[src/hw/rtl/frame_scramble_conv_interleave_defines.svh]
// Assertion helpers used by the top-level RTL file.
`ifndef FRAME_SCRAMBLE_CONV_INTERLEAVE_DEFINES_SVH
`define FRAME_SCRAMBLE_CONV_INTERLEAVE_DEFINES_SVH

// Checked while reset is low.
`define FSCI_ASSERT(name, clk, rst, prop, msg) \
  name: assert property (@(posedge clk) disable iff (rst) prop) else $error(msg);

// Checked on every edge, reset included.
`define FSCI_ASSERT_ALWAYS(name, clk, prop, msg) \
  name: assert property (@(posedge clk) prop) else $error(msg);

`endif

[src/hw/rtl/fsci_pkg.sv]
package fsci_pkg;

  localparam logic [7:0] SEED_RESET = 8'hFF;
  localparam logic [6:0] G1_MASK    = 7'h4F;
  localparam logic [6:0] G2_MASK    = 7'h6D;

  localparam logic MODE_LOAD = 1'b0;
  localparam logic MODE_READ = 1'b1;

  localparam logic STATUS_OK        = 1'b0;
  localparam logic STATUS_NOT_READY = 1'b1;

  typedef enum logic [3:0] {
    ST_IDLE      = 4'b0001,
    ST_RD_WAIT   = 4'b0010,
    ST_ENC_FETCH = 4'b0100,
    ST_ENC_BIT   = 4'b1000
  } state_t;

  typedef struct packed {
    logic clear;
    logic step;
    logic second;
  } conv_ctrl_t;

  // returns {next register, randomizer byte}
  function automatic logic [15:0] rand_step(input logic [7:0] st_in);
    logic [7:0] st;
    logic [7:0] rnd;
    logic       fb;
    st  = st_in;
    rnd = '0;
    for (int k = 7; k >= 0; k--) begin
      fb     = st[7] ^ st[6] ^ st[4] ^ st[2];
      rnd[k] = st[7];
      st     = {st[6:0], fb};
    end
    return {st, rnd};
  endfunction

endpackage

[src/hw/rtl/fsci_ram.sv]
module fsci_ram #(
  parameter int WIDTH = 8,
  parameter int DEPTH = 134
) (
  input  logic                     clk,
  input  logic                     we,
  input  logic [$clog2(DEPTH)-1:0] waddr,
  input  logic [WIDTH-1:0]         wdata,
  input  logic                     re,
  input  logic [$clog2(DEPTH)-1:0] raddr,
  output logic [WIDTH-1:0]         rdata
);

  logic [WIDTH-1:0] mem [DEPTH];

  always_ff @(posedge clk) begin
    if (we) begin
      mem[waddr] <= wdata;
    end
    if (re) begin
      rdata <= mem[raddr];
    end
  end

endmodule

[src/hw/rtl/fsci_conv.sv]
module fsci_conv #(
  parameter int ROWS  = 32,
  parameter int COLS  = 67,
  parameter int POS_W = 12
) (
  input  logic                 clk,
  input  logic                 rst,
  input  fsci_pkg::conv_ctrl_t ctrl,
  input  logic                 in_bit,
  output logic                 code_bit,
  output logic [POS_W-1:0]     pos
);

  localparam int ROW_W = $clog2(ROWS);
  localparam int COL_W = $clog2(COLS + 1);

  logic [5:0]       sr;
  logic [ROW_W-1:0] row;
  logic [COL_W-1:0] col;
  logic [6:0]       taps;

  assign taps     = {in_bit, sr};
  assign code_bit = ctrl.second ? ^(taps & fsci_pkg::G2_MASK) : ^(taps & fsci_pkg::G1_MASK);

  // interleave address walks down a column, then moves to the next one
  always_ff @(posedge clk) begin
    if (rst || ctrl.clear) begin
      sr  <= '0;
      row <= '0;
      col <= '0;
      pos <= '0;
    end else if (ctrl.step) begin
      if (ctrl.second) begin
        sr <= {sr[4:0], in_bit};
      end
      if (row == ROW_W'(ROWS - 1)) begin
        row <= '0;
        col <= col + COL_W'(1);
        pos <= POS_W'(col) + POS_W'(1);
      end else begin
        row <= row + ROW_W'(1);
        pos <= pos + POS_W'(COLS);
      end
    end
  end

endmodule

[src/hw/rtl/frame_scramble_conv_interleave.sv]
// Frame randomizer, K=7 rate-1/2 convolutional encoder and bit interleaver.
// Input stream: tuser is the mode (0 = load payload byte, 1 = read encoded byte),
// tdata the payload byte. Output stream: tdata the encoded byte, tlast marks the
// final byte of a frame, tuser is the status (1 = no encoded frame ready).
// The cfg channel writes the randomizer seed; it is always ready and takes effect
// at the next frame start.
// A load gives no output word. The last load of a frame starts the encoder: one byte
// fetch plus sixteen code bits per byte through the shared encoder/interleave unit,
// with the input not ready.
// A read gives one output word through the registered bit-bank read, then the output
// register. Input is taken only while the output register is empty or being emptied,
// so a stalled receiver holds off further items.
// Reset returns to the loading phase, empties the output register and sets the
// seed to 0xFF. The code bit store has no clearing pass.
`include "frame_scramble_conv_interleave_defines.svh"

module frame_scramble_conv_interleave #(
  parameter int FRAME_LEN_BYTES = 134,
  parameter int INTERLEAVE_ROWS = 32
) (
  input  logic       clk,
  input  logic       rst,
  input  logic       s_axis_tvalid,
  output logic       s_axis_tready,
  input  logic [7:0] s_axis_tdata,  // data_byte
  input  logic       s_axis_tuser,  // mode
  output logic       m_axis_tvalid,
  input  logic       m_axis_tready,
  output logic [7:0] m_axis_tdata,  // encoded_byte
  output logic       m_axis_tlast,  // last_byte
  output logic       m_axis_tuser,  // status
  input  logic       cfg_valid,
  output logic       cfg_ready,
  input  logic [7:0] cfg_data
);

  localparam int CODE_BITS  = FRAME_LEN_BYTES * 16;
  localparam int COLS       = (CODE_BITS + INTERLEAVE_ROWS - 1) / INTERLEAVE_ROWS;
  localparam int STORE_BITS = INTERLEAVE_ROWS * COLS;
  localparam int OUT_BYTES  = FRAME_LEN_BYTES * 2;
  localparam int BANK_DEPTH = (STORE_BITS + 7) / 8;
  localparam int POS_W      = $clog2(STORE_BITS + 1);
  localparam int BA_W       = $clog2(BANK_DEPTH);
  localparam int CNT_W      = $clog2(FRAME_LEN_BYTES);
  localparam int RC_W       = $clog2(OUT_BYTES);

  fsci_pkg::state_t     state;
  fsci_pkg::conv_ctrl_t conv_ctrl;

  logic             phase_rd;
  logic [CNT_W-1:0] load_count;
  logic [CNT_W-1:0] enc_byte;
  logic [RC_W-1:0]  read_count;
  logic [3:0]       cnt;
  logic [7:0]       seed;
  logic [7:0]       rand_reg;
  logic             rd_nr;
  logic             rd_last;

  logic             in_acc;
  logic             is_read;
  logic             load_acc;
  logic             read_acc;
  logic             load_last;
  logic [CNT_W-1:0] scr_waddr;
  logic [15:0]      rnd;
  logic [7:0]       scr_q;
  logic [7:0]       bank_q;
  logic             code_bit;
  logic [POS_W-1:0] pos;

  assign cfg_ready     = 1'b1;
  assign s_axis_tready = (state == fsci_pkg::ST_IDLE) && (!m_axis_tvalid || m_axis_tready);

  assign in_acc    = s_axis_tvalid && s_axis_tready;
  assign is_read   = (s_axis_tuser == fsci_pkg::MODE_READ);
  assign load_acc  = in_acc && !is_read;
  assign read_acc  = in_acc && is_read;
  assign scr_waddr = phase_rd ? '0 : load_count;
  assign load_last = (scr_waddr == CNT_W'(FRAME_LEN_BYTES - 1));
  assign rnd       = fsci_pkg::rand_step((scr_waddr == '0) ? seed : rand_reg);

  assign conv_ctrl.clear  = load_acc && load_last;
  assign conv_ctrl.step   = (state == fsci_pkg::ST_ENC_BIT);
  assign conv_ctrl.second = !cnt[0];

  fsci_ram #(
    .WIDTH(8),
    .DEPTH(FRAME_LEN_BYTES)
  ) u_scr_ram (
    .clk   (clk),
    .we    (load_acc),
    .waddr (scr_waddr),
    .wdata (s_axis_tdata ^ rnd[7:0]),
    .re    (state == fsci_pkg::ST_ENC_FETCH),
    .raddr (enc_byte),
    .rdata (scr_q)
  );

  fsci_conv #(
    .ROWS  (INTERLEAVE_ROWS),
    .COLS  (COLS),
    .POS_W (POS_W)
  ) u_conv (
    .clk      (clk),
    .rst      (rst),
    .ctrl     (conv_ctrl),
    .in_bit   (scr_q[cnt[3:1]]),
    .code_bit (code_bit),
    .pos      (pos)
  );

  // bit n of an output byte lives in bank n
  for (genvar j = 0; j < 8; j++) begin : g_bank
    fsci_ram #(
      .WIDTH(1),
      .DEPTH(BANK_DEPTH)
    ) u_bank (
      .clk   (clk),
      .we    (conv_ctrl.step && (pos[2:0] == 3'(j))),
      .waddr (BA_W'(pos >> 3)),
      .wdata (code_bit),
      .re    (read_acc),
      .raddr (BA_W'(read_count)),
      .rdata (bank_q[j])
    );
  end

  always_ff @(posedge clk) begin
    if (rst) begin
      state         <= fsci_pkg::ST_IDLE;
      phase_rd      <= 1'b0;
      load_count    <= '0;
      read_count    <= '0;
      enc_byte      <= '0;
      cnt           <= '0;
      seed          <= fsci_pkg::SEED_RESET;
      rand_reg      <= fsci_pkg::SEED_RESET;
      m_axis_tvalid <= 1'b0;
    end else begin
      if (cfg_valid && cfg_ready) begin
        seed <= cfg_data;
      end
      if (m_axis_tvalid && m_axis_tready) begin
        m_axis_tvalid <= 1'b0;
      end
      case (state)
        fsci_pkg::ST_IDLE: begin
          if (load_acc) begin
            rand_reg   <= rnd[15:8];
            read_count <= '0;
            phase_rd   <= 1'b0;
            if (load_last) begin
              load_count <= '0;
              enc_byte   <= CNT_W'(FRAME_LEN_BYTES - 1);
              state      <= fsci_pkg::ST_ENC_FETCH;
            end else begin
              load_count <= scr_waddr + CNT_W'(1);
            end
          end else if (read_acc) begin
            rd_nr   <= !phase_rd;
            rd_last <= (read_count == RC_W'(OUT_BYTES - 1));
            if (phase_rd) begin
              if (read_count == RC_W'(OUT_BYTES - 1)) begin
                read_count <= '0;
                phase_rd   <= 1'b0;
              end else begin
                read_count <= read_count + RC_W'(1);
              end
            end
            state <= fsci_pkg::ST_RD_WAIT;
          end
        end
        fsci_pkg::ST_RD_WAIT: begin
          m_axis_tvalid <= 1'b1;
          m_axis_tdata  <= rd_nr ? 8'd0 : bank_q;
          m_axis_tlast  <= !rd_nr && rd_last;
          m_axis_tuser  <= rd_nr ? fsci_pkg::STATUS_NOT_READY : fsci_pkg::STATUS_OK;
          state         <= fsci_pkg::ST_IDLE;
        end
        fsci_pkg::ST_ENC_FETCH: begin
          cnt   <= 4'd15;
          state <= fsci_pkg::ST_ENC_BIT;
        end
        fsci_pkg::ST_ENC_BIT: begin
          cnt <= cnt - 4'd1;
          if (cnt == 4'd0) begin
            if (enc_byte == '0) begin
              phase_rd <= 1'b1;
              state    <= fsci_pkg::ST_IDLE;
            end else begin
              enc_byte <= enc_byte - CNT_W'(1);
              state    <= fsci_pkg::ST_ENC_FETCH;
            end
          end
        end
        default: begin
          state <= fsci_pkg::ST_IDLE;
        end
      endcase
    end
  end

  `FSCI_ASSERT(a_read_gives_word, clk, rst, read_acc |=> ##1 m_axis_tvalid, "read gave no word")
  `FSCI_ASSERT(a_not_ready_word, clk, rst, (m_axis_tvalid && m_axis_tuser) |-> (!m_axis_tlast && m_axis_tdata == 8'd0), "bad not_ready word")
  `FSCI_ASSERT(a_last_load_encodes, clk, rst, (load_acc && load_last) |=> (state == fsci_pkg::ST_ENC_FETCH), "encoder not started")
  `FSCI_ASSERT(a_phase_from_encode, clk, rst, $rose(phase_rd) |-> ($past(state) == fsci_pkg::ST_ENC_BIT), "readout opened outside encode")
  `FSCI_ASSERT_ALWAYS(a_reset_clears, clk, rst |=> (!m_axis_tvalid && state == fsci_pkg::ST_IDLE), "reset left block busy")

endmodule
[config.mk]
export PLATFORM = sky130hd
export DESIGN_NAME = frame_scramble_conv_interleave
export DESIGN_NICKNAME = d
export VERILOG_FILES = /design/src/hw/rtl/fsci_pkg.sv /design/src/hw/rtl/fsci_ram.sv /design/src/hw/rtl/fsci_conv.sv /design/src/hw/rtl/frame_scramble_conv_interleave.sv
export VERILOG_INCLUDE_DIRS = /design/src /design/src/hw/rtl
export SDC_FILE = /design/constraint.sdc
export NUM_CORES = 2
export LEC_CHECK = 0
export ABC_AREA = 1
export ABC_CLOCK_PERIOD_IN_PS = 88800
export BUFFER_PORTS_ARGS = -buffer_cell sky130_fd_sc_hd__buf_2
export CORE_UTILIZATION = 50
export CTS_BUF_LIST = sky130_fd_sc_hd__clkbuf_4 sky130_fd_sc_hd__clkbuf_8
export DETAILED_ROUTE_END_ITERATION = 16
export GPL_ROUTABILITY_DRIVEN = 0
export PLACE_DENSITY = 0.62
export SLEW_MARGIN = 5
export SYNTH_ARGS = -nofsm -noshare
export SYNTH_HDL_FRONTEND = slang
export SYNTH_SLANG_ARGS = --single-unit
[constraint.sdc]
create_clock -name clk -period 88.8 [get_ports clk]
set_input_delay 8.88 -clock clk [delete_from_list [all_inputs] [get_ports clk]]
set_output_delay 8.88 -clock clk [all_outputs]
set_load 0.005 [all_outputs]
Word level (Yosys, flattened, before mapping)
Memory sizes are Yosys's and may differ from the RTL's. A register that Yosys moved wholly into a read port is not among the register bits.
Cells that the tools add are included.
Word-level totals
  word-level logic and storage cells: 178
  input bits: 22
  output and inout port bits: 13
  memory bits (writable): 3216
  memories kept: 9
  flip-flop bits (word level): 93
Cells by class
  order comparisons: 1
  add/subtract/negate cells: 8
  bitwise logic cells: 28
  equal/unequal tests: 21
  muxes and demuxes: 52
  reduce and logical (&&, ||, !) cells: 41
Memory list
  u_scr_ram.mem: words 134, width 8, read ports 1, clocked after Yosys merged registers in 1, write ports 1, line fsci_ram.sv:14  | logic [WIDTH-1:0] mem [DEPTH];
  g_bank[0].u_bank.mem: words 268, width 1, read ports 1, clocked after Yosys merged registers in 1, write ports 1, line fsci_ram.sv:14
  g_bank[1].u_bank.mem: words 268, width 1, read ports 1, clocked after Yosys merged registers in 1, write ports 1, line fsci_ram.sv:14
  g_bank[2].u_bank.mem: words 268, width 1, read ports 1, clocked after Yosys merged registers in 1, write ports 1, line fsci_ram.sv:14
  g_bank[3].u_bank.mem: words 268, width 1, read ports 1, clocked after Yosys merged registers in 1, write ports 1, line fsci_ram.sv:14
  g_bank[4].u_bank.mem: words 268, width 1, read ports 1, clocked after Yosys merged registers in 1, write ports 1, line fsci_ram.sv:14
  +3 memories
Operators by type and width (number)
  two-way mux 8 bit: 7
  two-way mux 9 bit: 4
  two-way mux 1 bit: 29
  bitwise XOR 1 bit: 24
  zero test 8 bit: 2
  two-way mux 4 bit: 4
  case mux 8 bit (2 select lines): 1
  logical AND 1 bit: 15
  XOR reduction 7 bit: 2
  adder 12 x 7 -> 12 bit, second input constant: 1
  equality test 3 bit, second input constant: 4
  two-way mux 12 bit: 1
  case mux 4 bit (3 select lines): 1
  nonzero test 2 bit: 5
  adder 9 x 1 -> 9 bit, second input constant: 1
  equality test 9 bit, second input constant: 1
  adder 7 x 1 -> 8 bit, second input constant: 1
  adder 8 x 1 -> 8 bit, second input constant: 1
  equality test 8 bit, second input constant: 1
  case mux 4 bit (2 select lines): 1
  AND reduction 2 bit: 4
  AND reduction 4 bit: 2
  subtractor 8 x 1 -> 8 bit, second input constant: 1
  bitwise XOR 8 bit: 1
  other kinds (26): 37

Longest topological paths before layout
  depth in word-level cells: 9
  depth in mapped cells: 21
  mapped depth without buffers: 19

Cells and area by module
Synthesis repeated with hierarchy kept, for this count alone.
Unflattened totals
  cell total of the unflattened synthesis: 14332
  area, all modules: 146793.3 sq um
Modules (own cells, without submodules)
  fsci_ram (g_bank[0].u_bank ...): instances 8, cells each 1240, area an instance 12186.7 sq um, seq. area each 8077.7 sq um
  fsci_ram (u_scr_ram): instances 1, cells each 3693, area an instance 44286.2 sq um, seq. area each 32431.1 sq um
  frame_scramble_conv_interleave: instances 1, cells each 508, area an instance 3530.9 sq um, seq. area each 1381.3 sq um
  fsci_conv: instances 1, cells each 211, area an instance 1482.7 sq um, seq. area each 600.6 sq um

Least setup slack after synthesis
Ideal clock, no wire load.
  kind: register -> register
  start point: reg cnt[0]
  end point: mem g_bank[0].u_bank.mem[0], data pin
  data required time: 76533 ps
  cell stages (with the launch flop): 7
  arrival: 60897 ps
  setup time: 12267 ps
  slack: 15636 ps
  path buffers: 0
  clock period less this slack: 73164 ps
  path through: dfxtp_1 > inv_1 > nand2_1 > nand2_1 > xnor2_1 > xor2_1 > xnor2_1
On the way
  word-level cells in the longest chain between the ends: 1
Ends and longest elaborated chain
  start, declared: line frame_scramble_conv_interleave.sv:54  | logic [3:0] cnt;
  start signal, assigned: line frame_scramble_conv_interleave.sv:186  | cnt <= cnt - 4'd1;
  two-way mux 1 bit: line fsci_conv.sv:23  | assign code_bit = ctrl.second ? ^(taps & fsci_pkg::G2_MASK) : ^(taps & fsci_pkg::G1_MASK);
  net code_bit: line frame_scramble_conv_interleave.sv:69  | logic code_bit;
  end, declared: line fsci_ram.sv:14
The timed path passes the listed nets, and every way through them passes these cells.

Final worst setup path
  start point: in m_axis_tready
  end point: out s_axis_tready
On the way
  word-level cells in the longest chain between the ends: 2
Ends and longest elaborated chain
  start, declared: line frame_scramble_conv_interleave.sv:28  | input logic m_axis_tready,
  logical OR 1 bit: line frame_scramble_conv_interleave.sv:73  | assign s_axis_tready = (state == fsci_pkg::ST_IDLE) && (!m_axis_tvalid || m_axis_tready);
  logical AND 1 bit: line frame_scramble_conv_interleave.sv:73
  end, declared: line frame_scramble_conv_interleave.sv:24  | output logic s_axis_tready,
No other way between the ends.

==> results.py <==
metrics = {
    "status": {
        "status": "finished clean",
    },
    "power": {
        "p_leak_nw": 49.2,
        "irDropWorstVdd_mv": 0.0230,
        "p_per_area_nw_per_um2": 23.0,
    },
    "setup_path": {
        "cp-start-kind": "input pin",
        "arrival_ps": 9350,
        "cp_num_buf_inv": 2,
        "cpPeakStageDelay_ps": 150,
        "slowest_stage": "nor2_1",
        "worst-setup-path-type": "input pin to primary output",
        "required_ps": 79920,
        "worstPathMaxFanout": 2,
        "path_delay_family": "buffers and inverters",
        "crit_path_cell_trace": "buf_2, nor2_1, nor2_1, buf_2",
        "cp-end-kind": "primary output",
    },
    "cts": {
        "hold_buffers": 0,
        "cts_tree": "built",
        "insertion_delay_ps": 1200,
        "cts_root_buffer": "clkbuf_8",
        "cts_buffers": 555,
        "clk_path_buf_depth": 4,
        "path_clk_slew_ps": 50,
        "htree_num_levels": 6,
        "cts_num_sinks": 3325,
        "post_cts_resize_count": 0,
        "postCtsSetupBuffers": 0,
    },
    "synth": {
        "netlist_instances": 13339,
        "synth_ff_type": "edfxtp_1",
        "synth_xor_area_frac": 0.00183,
        "synth-async-reset-ratio": 0,
        "synth_adder_area_share": 0.00131,
        "synthesis.nets": 13376,
        "synthDistinctLibCells": 57,
        "ys_seq_area_frac": 0.692,
        "synth_compound_area_frac": 0.101,
        "synth-edff-count": 3244,
        "syn-cell-area_sq_um": 143000,
        "synth.area.mux_share": 0,
        "synth-simple-area-share": 0.169,
        "synth_area_per_cell_sq_um": 10.7,
        "synth-seq-cells": 3325,
        "yosysWarningCount": 0,
        "synth_top_family_by_area": "simple AND/OR/NAND/NOR gates",
    },
    "worst_hold_path": {
        "hold_path.class": "flip-flop to flip-flop",
    },
    "sta": {
        "slew_violations": 0,
        "rsz0062_at_grt": "no",
        "hold_violations": 0,
        "fin_crit_sh": 0.205,
        "setup_viol": 0,
        "fin_skew_ps": 107,
        "worstMarginPinSlew_ps": 1250,
        "slew-limit-headroom": 0.164,
        "tns_ps": 0,
        "timing.final.crit_period_ps": 18230,
        "fmax_mhz": 54.9,
    },
    "routing": {
        "drt-initial-drc-count": 12717,
        "wl_per_cell_um": 24.0,
        "postRouteAntennaNets": 0,
        "detail_route.first_pass.iterations": 6,
        "drc_errors": 0,
        "vias_per_cell": 5.97,
        "vias": 103366,
        "wl_mm": 416,
    },
    "grt": {
        "grt_pass1_wl_mm": 615,
        "gr-total-overflow": 0,
        "grt_pass1_vias": 99137,
        "grt_max_degree": 281,
        "grt_usage": 0.283,
        "antenna_found_initial": 10,
    },
    "finish": {
        "nets": 13180,
        "areaGrowthSynthToFinish_pct": 9.21,
        "drive_gt1_frac": 0.0859,
        "stdcell_area_sq_um": 156000,
        "fill_cells": 24722,
        "largest_register_ffs": 2144,
        "layout_commonest_cell": "nor2_1",
        "top_regs": "g_bank.u_bank.mem (2144), u_scr_ram.mem (1072), u_conv.pos (12)",
        "final_cell_mix": "nor2_1, edfxtp_1, o21ai_0",
        "regMostFlops": "g_bank.u_bank.mem",
    },
    "job": {
        "maxCapViolations": 0,
    },
    "floorplan": {
        "ios": 35,
        "start_util": 0.502,
        "core_sq_um": 285000,
        "fp.dieH_um": 537,
        "die_area_sq_um": 288000,
        "die_width_um": 537,
        "num_rows": 196,
    },
    "place": {
        "hpwl_mm": 231,
        "place_area_sq_um": 146000,
        "portBuffers": 33,
    },
}
-- tightest hold or removal path, stage by stage (launching register included) --
cell	delay [ps]
dfxtp_1	300
nand2_1	60
a21oi_1	50
-- area by class of cell --
class / count / area [sq um] / share of cell area
diodes: 8 / 20.0 / 0.000128
clock buffers: 748 / 9190 / 0.0588
clock inverters: 221 / 1500 / 0.00958
inverters: 197 / 779 / 0.00499
multi-input cells: 8855 / 39400 / 0.252
flip-flops and latches: 3325 / 99100 / 0.634
well taps: 3762 / 4710 / 0.0301
repair buffers: 209 / 1670 / 0.0107
-- synth_stat cells, types with 19 or more instances --
library cell / instances / share of area
nor2_1: 4503 / 0.12
edfxtp_1: 3244 / 0.68
o21ai_0: 1673 / 0.058
nand2_1: 1209 / 0.032
clkbuf_1: 618 / 0.016
nand3_1: 429 / 0.015
o211ai_1: 309 / 0.016
o22ai_1: 298 / 0.013
buf_2: 204 / 0.0071
inv_1: 182 / 0.0048
a21oi_1: 137 / 0.0048
buf_4: 82 / 0.0043
dfxtp_1: 81 / 0.011
o221ai_1: 67 / 0.0041
o21ai_1: 55 / 0.0019
buf_1: 40 / 0.0010
nand4_1: 24 / 0.0010
xor2_1: 19 / 0.0012
-- worst paths after layout --
kind,slack (ps),to,depth (start not counted),startpoint
setup / recovery,70570,s_axis_tready,4,m_axis_tready
setup reg to reg,82240,g_bank[0].u_bank.rdata,15,read_count[1]
hold reg to reg,460,u_conv.sr[5],2,u_conv.sr[4]
hold / removal,460,u_conv.sr[5],2,u_conv.sr[4]
-- report_power, final --
part | internal [mW] | total, mW | switching [mW]
clock | 0.705 | 1.34 | 0.631
sequential | 1.79 | 1.80 | 0.00794
combinational | 0.0996 | 0.462 | 0.362
-- cell families after synthesis --
group / after synthesis
simple gates: 6235
fa+ha+maj: 15
flops: 3325
buf+inv: 1159
other cells: 1
xor+xnor: 29
compound gates: 2575
-- layer usage --
metal	up-vias	GRT usage	routed length (um)
li1	46216	-	-
met1	50947	0.396	169000
met2	5318	0.439	190000
met3	875	0.0599	43100
met4	10	0.0986	14300
met5	-	0	72
-- stage by stage --
stage	setup WS, ps	utilization	total power, mW	hold WS [ps]	cells
after floorplan	15640	-	2.29	424	13339
after global placement	70530	0.511	2.28	449	16348
after detailed placement	70560	0.511	2.28	457	16348
after CTS	70560	0.549	3.61	448	17317
after global routing	70520	0.549	3.72	470	17321
final	70570	0.549	3.60	459	17325
Note: power is estimated with default switching activity, not from simulation.
